$ cat config.mk
export PLATFORM = sky130hd
export DESIGN_NAME = move_machine_mapped_alu_core
export DESIGN_NICKNAME = d
export VERILOG_FILES = /design/src/design/mmalu_pkg.sv /design/src/design/mmalu_exec.sv /design/src/design/move_machine_mapped_alu_core.sv
export SDC_FILE = /design/constraint.sdc
export NUM_CORES = 1
export LEC_CHECK = 0
export BUFFER_PORTS_ARGS = -buffer_cell sky130_fd_sc_hd__clkbuf_2
export CAP_MARGIN = 40
export CORE_UTILIZATION = 30
export DETAILED_ROUTE_END_ITERATION = 10
export GPL_TIMING_DRIVEN = 0
export SETUP_SLACK_MARGIN = 0.3
export SYNTH_ARGS = -nofsm -noshare
export SYNTH_HDL_FRONTEND = slang
export SYNTH_SLANG_ARGS = --single-unit
$ cat constraint.sdc
create_clock -name clock -period 7.9 [get_ports clock]
set_input_delay 0.79 -clock clock [delete_from_list [all_inputs] [get_ports clock]]
set_output_delay 0.79 -clock clock [all_outputs]
set_load 0.02 [all_outputs]
$ cat src/design/mmalu_pkg.sv
`default_nettype none

package mmalu_pkg;

   localparam int OFFSET_WIDTH = 3;
   localparam int FLAG_WIDTH = 4;
   localparam int WINDOW_LOW_BITS = 4;

   typedef struct packed {
      logic o;
      logic n;
      logic c;
      logic z;
   } flags_type;

   typedef enum logic [OFFSET_WIDTH-1:0] {
      WR_LOAD = 3'd0,
      WR_SUB  = 3'd1,
      WR_RSUB = 3'd2,
      WR_ADD  = 3'd3,
      WR_XOR  = 3'd4,
      WR_AND  = 3'd5,
      WR_OR   = 3'd6,
      WR_SHR  = 3'd7
   } wr_op_type;

   typedef enum logic [OFFSET_WIDTH-1:0] {
      RD_ACC = 3'd0,
      RD_N   = 3'd1,
      RD_Z   = 3'd2,
      RD_O   = 3'd3,
      RD_C   = 3'd4,
      RD_LT  = 3'd5,
      RD_LE  = 3'd6,
      RD_CNZ = 3'd7
   } rd_op_type;

endpackage

`default_nettype wire

$ cat src/design/mmalu_exec.sv
`default_nettype none

module mmalu_exec
   import mmalu_pkg::*;
#(
   parameter int WORD_WIDTH = 16
) (
   input  wire logic [WORD_WIDTH-1:0] acc_ff,
   input  wire flags_type             flags_ff,
   input  wire logic                  is_write,
   input  wire logic [WORD_WIDTH-1:0] address,
   input  wire logic [WORD_WIDTH-1:0] write_data,
   output logic      [WORD_WIDTH-1:0] acc_in,
   output flags_type                  flags_in,
   output logic      [WORD_WIDTH-1:0] read_data,
   output logic                       hit
);

   logic [OFFSET_WIDTH-1:0] offset;
   logic [WORD_WIDTH-1:0]   add_a;
   logic [WORD_WIDTH-1:0]   add_b;
   logic                    add_cin;
   logic [WORD_WIDTH:0]     add_sum;
   logic [WORD_WIDTH-1:0]   add_res;
   logic                    carry_top;
   flags_type               add_flags;
   logic                    cond;

   assign hit = (&address[WORD_WIDTH-1:WINDOW_LOW_BITS]) & ~address[OFFSET_WIDTH];
   assign offset = address[OFFSET_WIDTH-1:0];

   always_comb begin
      add_a = acc_ff;
      add_b = write_data;
      add_cin = 1'b0;
      case (wr_op_type'(offset))
         WR_SUB: begin
            add_b = ~write_data;
            add_cin = 1'b1;
         end
         WR_RSUB: begin
            add_a = write_data;
            add_b = ~acc_ff;
            add_cin = 1'b1;
         end
         default: begin
            add_a = acc_ff;
            add_b = write_data;
         end
      endcase
   end

   assign add_sum = {1'b0, add_a} + {1'b0, add_b} + {{WORD_WIDTH{1'b0}}, add_cin};
   assign add_res = add_sum[WORD_WIDTH-1:0];
   assign carry_top = add_a[WORD_WIDTH-1] ^ add_b[WORD_WIDTH-1] ^ add_sum[WORD_WIDTH-1];

   always_comb begin
      add_flags.c = add_sum[WORD_WIDTH];
      add_flags.o = add_sum[WORD_WIDTH] ^ carry_top;
      add_flags.z = (add_res == '0);
      add_flags.n = add_res[WORD_WIDTH-1];
   end

   always_comb begin
      acc_in = acc_ff;
      flags_in = flags_ff;
      if (hit && is_write) begin
         unique case (wr_op_type'(offset))
            WR_LOAD: acc_in = write_data;
            WR_SUB, WR_RSUB, WR_ADD: begin
               acc_in = add_res;
               flags_in = add_flags;
            end
            WR_XOR: acc_in = acc_ff ^ write_data;
            WR_AND: acc_in = acc_ff & write_data;
            WR_OR:  acc_in = acc_ff | write_data;
            WR_SHR: acc_in = write_data >> 1;
            default: acc_in = acc_ff;
         endcase
      end
   end

   always_comb begin
      unique case (rd_op_type'(offset))
         RD_N:   cond = flags_ff.n;
         RD_Z:   cond = flags_ff.z;
         RD_O:   cond = flags_ff.o;
         RD_C:   cond = flags_ff.c;
         RD_LT:  cond = flags_ff.n ^ flags_ff.o;
         RD_LE:  cond = (flags_ff.n ^ flags_ff.o) | flags_ff.z;
         RD_CNZ: cond = flags_ff.c ^ ~flags_ff.z;
         default: cond = 1'b0;
      endcase
   end

   always_comb begin
      read_data = '0;
      if (hit && !is_write) begin
         if (rd_op_type'(offset) == RD_ACC) begin
            read_data = acc_ff;
         end else begin
            read_data = {{(WORD_WIDTH-2){1'b0}}, cond, 1'b0};
         end
      end
   end

endmodule

`default_nettype wire

$ cat src/design/move_machine_mapped_alu_core.sv
`default_nettype none

// Memory-mapped ALU for a one-instruction move machine. Each request is one bus access (read
// or write) and yields exactly one response carrying the read data, a window hit flag, the
// accumulator and the four flags after the access. The ALU answers in eight words within the
// top sixteen words of the address space, at all-ones minus 15 up to all-ones minus 8. A request
// is taken every cycle while the response side keeps up. It is held in the input register and
// is then executed into the response register, from which the response is sent. A stalled
// response holds both registers, and the input stalls once two requests are waiting.

module move_machine_mapped_alu_core
   import mmalu_pkg::*;
#(
   parameter int WORD_WIDTH = 16,
   localparam int REQ_DATA_WIDTH = ((2 * WORD_WIDTH + 7) / 8) * 8,
   localparam int RSP_DATA_WIDTH = ((2 * WORD_WIDTH + FLAG_WIDTH + 7) / 8) * 8
) (
   input  wire logic                      clock,
   input  wire logic                      reset,
   input  wire logic                      req_tvalid,
   output logic                           req_tready,
   // address, write_data
   input  wire logic [REQ_DATA_WIDTH-1:0] req_tdata,
   // kind
   input  wire logic                      req_tuser,
   output logic                           rsp_tvalid,
   input  wire logic                      rsp_tready,
   // read_data, accumulator_out, flags_out
   output logic      [RSP_DATA_WIDTH-1:0] rsp_tdata,
   // hit
   output logic                           rsp_tuser
);

   logic                  s1_valid_ff;
   logic                  s1_kind_ff;
   logic [WORD_WIDTH-1:0] s1_addr_ff;
   logic [WORD_WIDTH-1:0] s1_wdata_ff;
   logic [WORD_WIDTH-1:0] acc_ff;
   logic [WORD_WIDTH-1:0] acc_in;
   flags_type             flags_ff;
   flags_type             flags_in;
   logic [WORD_WIDTH-1:0] rd_in;
   logic                  hit_in;
   logic                  rsp_valid_ff;
   logic [WORD_WIDTH-1:0] rsp_rd_ff;
   logic                  rsp_hit_ff;
   logic [WORD_WIDTH-1:0] rsp_acc_ff;
   flags_type             rsp_flags_ff;
   logic                  s2_ready;
   logic                  s2_fire;
   logic                  req_fire;

   assign s2_ready = !rsp_valid_ff || rsp_tready;
   assign s2_fire = s1_valid_ff && s2_ready;
   assign req_tready = !s1_valid_ff || s2_ready;
   assign req_fire = req_tvalid && req_tready;

   always_ff @(posedge clock) begin
      if (reset) begin
         s1_valid_ff <= 1'b0;
      end else if (req_tready) begin
         s1_valid_ff <= req_tvalid;
      end
   end

   always_ff @(posedge clock) begin
      if (req_fire) begin
         s1_kind_ff <= req_tuser;
         s1_addr_ff <= req_tdata[WORD_WIDTH-1:0];
         s1_wdata_ff <= req_tdata[2*WORD_WIDTH-1:WORD_WIDTH];
      end
   end

   mmalu_exec #(
      .WORD_WIDTH(WORD_WIDTH)
   ) u_exec (
      .acc_ff    (acc_ff),
      .flags_ff  (flags_ff),
      .is_write  (s1_kind_ff),
      .address   (s1_addr_ff),
      .write_data(s1_wdata_ff),
      .acc_in    (acc_in),
      .flags_in  (flags_in),
      .read_data (rd_in),
      .hit       (hit_in)
   );

   always_ff @(posedge clock) begin
      if (reset) begin
         acc_ff <= '0;
         flags_ff <= '0;
         rsp_valid_ff <= 1'b0;
      end else begin
         if (s2_fire) begin
            acc_ff <= acc_in;
            flags_ff <= flags_in;
         end
         if (s2_ready) begin
            rsp_valid_ff <= s1_valid_ff;
         end
      end
   end

   always_ff @(posedge clock) begin
      if (s2_fire) begin
         rsp_rd_ff <= rd_in;
         rsp_hit_ff <= hit_in;
         rsp_acc_ff <= acc_in;
         rsp_flags_ff <= flags_in;
      end
   end

   assign rsp_tvalid = rsp_valid_ff;
   assign rsp_tdata = RSP_DATA_WIDTH'({rsp_flags_ff, rsp_acc_ff, rsp_rd_ff});
   assign rsp_tuser = rsp_hit_ff;

   a_miss_keeps_state: assert property (@(posedge clock) disable iff (reset)
      s2_fire && !hit_in |=> $stable(acc_ff) && $stable(flags_ff))
      else $error("An access outside the window changed the ALU state.");

   a_miss_reads_zero: assert property (@(posedge clock) disable iff (reset)
      rsp_valid_ff && !rsp_hit_ff |-> rsp_rd_ff == '0)
      else $error("A response outside the window carries read data.");

   a_rsp_matches_state: assert property (@(posedge clock) disable iff (reset)
      s2_fire |=> rsp_acc_ff == acc_ff && rsp_flags_ff == flags_ff)
      else $error("The response does not reflect the stored accumulator and flags.");

   a_stalled_request_held: assert property (@(posedge clock) disable iff (reset)
      s1_valid_ff && !s2_ready |=> s1_valid_ff && $stable(s1_addr_ff))
      else $error("A stalled request was lost from the input register.");

endmodule

`default_nettype wire

==> impl_metrics.tcl <==
set metrics [dict create \
    status "complete, no violations" \
    cts.clk_slew.worst_paths_ps 70 \
    fillers 2057 \
    viasPerCell 5.14 \
    ys_seq_area_share_pct 41.0 \
    endpoint_kind "register" \
    hold_depth 2 \
    setup_ws_ps 2260 \
    finalHoldViolCount 0 \
    multiInputGateArea_um2 3310 \
    path_class "reg2reg" \
    arrival_ps 5840 \
    rsz0062_at_grt "false" \
    dpl.cell_count 1020 \
    clk_latency_ps 360 \
    core_um2 20200 \
    clock_path_buffers 2 \
    critical-path-top-delay-family "compound AO/OA/AOI/OAI gates" \
    boundaryPins 80 \
    holdCritPathClass "reg2reg" \
    grt_pass1_wl_um 27700 \
    area_growth_pct 17.5 \
    netlist_area_um2 6200 \
    htree_levels 3 \
    finalSetupViolations 0 \
    drtIter0Drc 497 \
    ys_warn_count 0 \
    nets 847 \
    fin_area_um2 7290 \
    drive_gt1_share_pct 15.9 \
    hold_buffers 0 \
    syn_avg_cell_area_um2 9.23 \
    row_count 52 \
    dpl_worst_slack_ps 2400 \
    p_leak_uw 0.00296 \
    wl_um 18000 \
    min-delay-start "s1_valid_ff$_SDFFE_PP0N_" \
    cpPeakStageDelay_ps 500 \
    r2r_start "s1_addr_ff[1]$_DFFE_PP_" \
    cap_violations 0 \
    max_freq_ghz 0.177 \
    r2r-end "rsp_tdata[32]$_DFFE_PP_" \
    rr_worst_depth 20 \
    ir_drop_v 0.0000850 \
    path_cells "buf_2 -> nor2_1 -> and2_0 -> clkbuf_1 -> or2_2 -> clkbuf_1 -> clkbuf_1 -> nand2_1 -> o21ai_0 -> o21ai_0 -> ha_1 -> clkbuf_1 -> o211ai_1 -> a21oi_1 -> o21ai_1 -> a21oi_1 -> o21ai_0 -> a211oi_1 -> nand4_1 -> o21ai_0" \
    crit_buf_inv 5 \
    avgRoutedWirePerCell_um 17.4 \
    worst_slew_pin_slew_ps 788 \
    die_y_um 146 \
    critPathLaunchType "register" \
    tritoncts.num_buffers 9 \
    place_area_um2 6940 \
    portBuffers 74 \
    num_vias 5328 \
    cp_max_fo 10 \
    critPathLaunch "s1_addr_ff[1]$_DFFE_PP_" \
    regArea_um2 2540 \
    overflow 0 \
    fin_crit_ps 5640 \
    finalSetupTns_ps 0 \
    gp_congestion 0.912 \
    die_area_um2 21300 \
    die_width_um 146 \
    clock_sinks 92 \
    synth_seq_cells 92 \
    dpl.hpwl_um 13700 \
    r2r_slack_ps 2260 \
    stdcell_count 1036 \
    grt_max_degree 34 \
    cp_slowest_cell "clkbuf_1" \
    cts_setup_buffers 0 \
    finalClockSkew_ps 10.2 \
    synth_ff_type "edfxtp_1" \
    grt_pass1_vias 4904 \
    initial_core_util_pct 30.7 \
    slew_headroom_pct 47.5 \
    yosysUniqueCellTypes 70 \
    power_density_nw_per_um2 179 \
    postSynth.asyncResetShare_pct 0 \
    antenna_cells 0 \
    post_cts_resized 0 \
    postSynthCellCount 672 \
    grt_usage_pct 17.0 \
    first_pass_iters 5 \
    cp.required_ps 8100 \
    ant_nets 0 \
    antenna_found_initial 0 \
    synth_edf_count 70 \
    post-route-period-util_pct 71.4 \
    report.final.slew_viol_count 0 \
    clock-root-buffer "clkbuf_16" \
    holdPathEnd "rsp_tvalid$_SDFFE_PP0P_" \
    post-route-drc-count 0 \
    cts_tree "built" \
]
==> how the worst max path moves through the flow <==
stage / slack (ps) / to / depth (start not counted)
floorplan: 3690 / rsp_acc_ff[12]$_DFFE_PP_ / 21
global placement: 2360 / rsp_tdata[32]$_DFFE_PP_ / 17
detailed placement: 2400 / rsp_tdata[32]$_DFFE_PP_ / 20
CTS: 2370 / rsp_tdata[32]$_DFFE_PP_ / 20
global route: 1880 / rsp_tdata[32]$_DFFE_PP_ / 20
finish: 2260 / rsp_tdata[32]$_DFFE_PP_ / 20
==> power breakdown <==
part | internal [uW] | total [uW] | switching, uW
clock network | 312 | 506 | 195
registers | 542 | 559 | 17.1
logic | 91.2 | 243 | 152
==> synth_stat cells, types with 10 or more instances <==
| library cell | count | share of area [%] |
|---|---|---|
| nand3_1 | 17 | 1.4 |
| a21oi_1 | 28 | 2.3 |
| and2_1 | 20 | 2.0 |
| inv_1 | 51 | 3.1 |
| o211ai_1 | 11 | 1.3 |
| dfxtp_1 | 22 | 7.1 |
| edfxtp_1 | 70 | 34 |
| ha_1 | 48 | 9.7 |
| clkbuf_1 | 30 | 1.8 |
| o21ai_0 | 87 | 7.0 |
| nor2_1 | 38 | 2.3 |
| nand2_1 | 94 | 5.7 |
| mux2i_1 | 10 | 1.6 |
==> final cells by class <==
cell class              instances  share of cell area [%]
multi-input cells             492                    45.5
clock buffers                   9                    3.09
clock inverters                 7                    1.66
repair buffers                 75                    5.35
plain buffers                  38                    2.20
well taps                     270                    4.63
flip-flops and latches         92                    34.9
inverters                      53                    2.73
==> per-layer routing <==
layer | GRT usage, % | routed length [um]
met1 | 23.2 | 8280
met4 | 7.79 | 615
met3 | 2.66 | 1070
met5 | 0 | 0
met2 | 26.3 | 8000
==> cells by family (layout without fill, tap and decap cells) <==
logic type                 after synthesis  after routing  synth area share, %
xor gates and xnor gates                 9              9                 1.27
buffers and inverters                   91            182                 5.79
AOI/OAI and AO/OA                      191            191                 19.2
and+or+nand+nor                        214            214                 16.8
DFF                                     92             92                 41.0
other                                    1              4               0.0605
muxes                                   25             25                 5.85
adders and majority gates               49             49                 10.0
==> worst reg2reg max path: stages (launching register included) <==
cell      delay, ps
edfxtp_1        400
buf_2           220
nor2_1          390
and2_0          180
clkbuf_1        310
or2_2           180
clkbuf_1        310
clkbuf_1        500
nand2_1         110
o21ai_0          90
o21ai_0         110
ha_1            300
clkbuf_1        260
o211ai_1        140
a21oi_1         470
o21ai_1         230
a21oi_1         290
o21ai_0         160
a211oi_1        310
nand4_1         280
o21ai_0         230
==> metrics by stage <==
stage | power (uW) | hold slack, ps | utilization (%)
floorplan | 734 | 466 | -
global placement | 806 | 502 | 34.2
detailed placement | 810 | 500 | 34.3
CTS | 1320 | 521 | 36.0
global route | 1360 | 544 | 36.0
finish | 1310 | 520 | 36.0
==> cell usage in the layout (no fill, tap or decap), types with 5 or more instances in the layout <==
cell type / count
nand2_1: 94
o21ai_0: 87
clkbuf_2: 74
edfxtp_1: 70
inv_1: 50
ha_1: 48
nor2_1: 38
clkbuf_1: 30
a21oi_1: 28
dfxtp_1: 22
and2_1: 19
nand3_1: 17
o211ai_1: 11
mux2i_1: 10
a21o_1: 9
clkbuf_16: 9
mux4_2: 8
a211oi_1: 8
xnor2_1: 7
mux2_2: 6
o211a_1: 6
o311ai_0: 6
nand2b_1: 5
==> flip-flops by register name (all words and copies together) (netlist names) <==
| register | cells |
|---|---|
| acc_ff | 16 |
| flags_ff | 4 |
| rsp_acc_ff | 16 |
| rsp_rd_ff | 16 |
| rsp_tdata | 4 |
| rsp_tuser | 1 |
| rsp_tvalid | 1 |
| s1_addr_ff | 16 |
| s1_kind_ff | 1 |
| s1_valid_ff | 1 |
| s1_wdata_ff | 16 |
(Power assumes the default switching activity.)
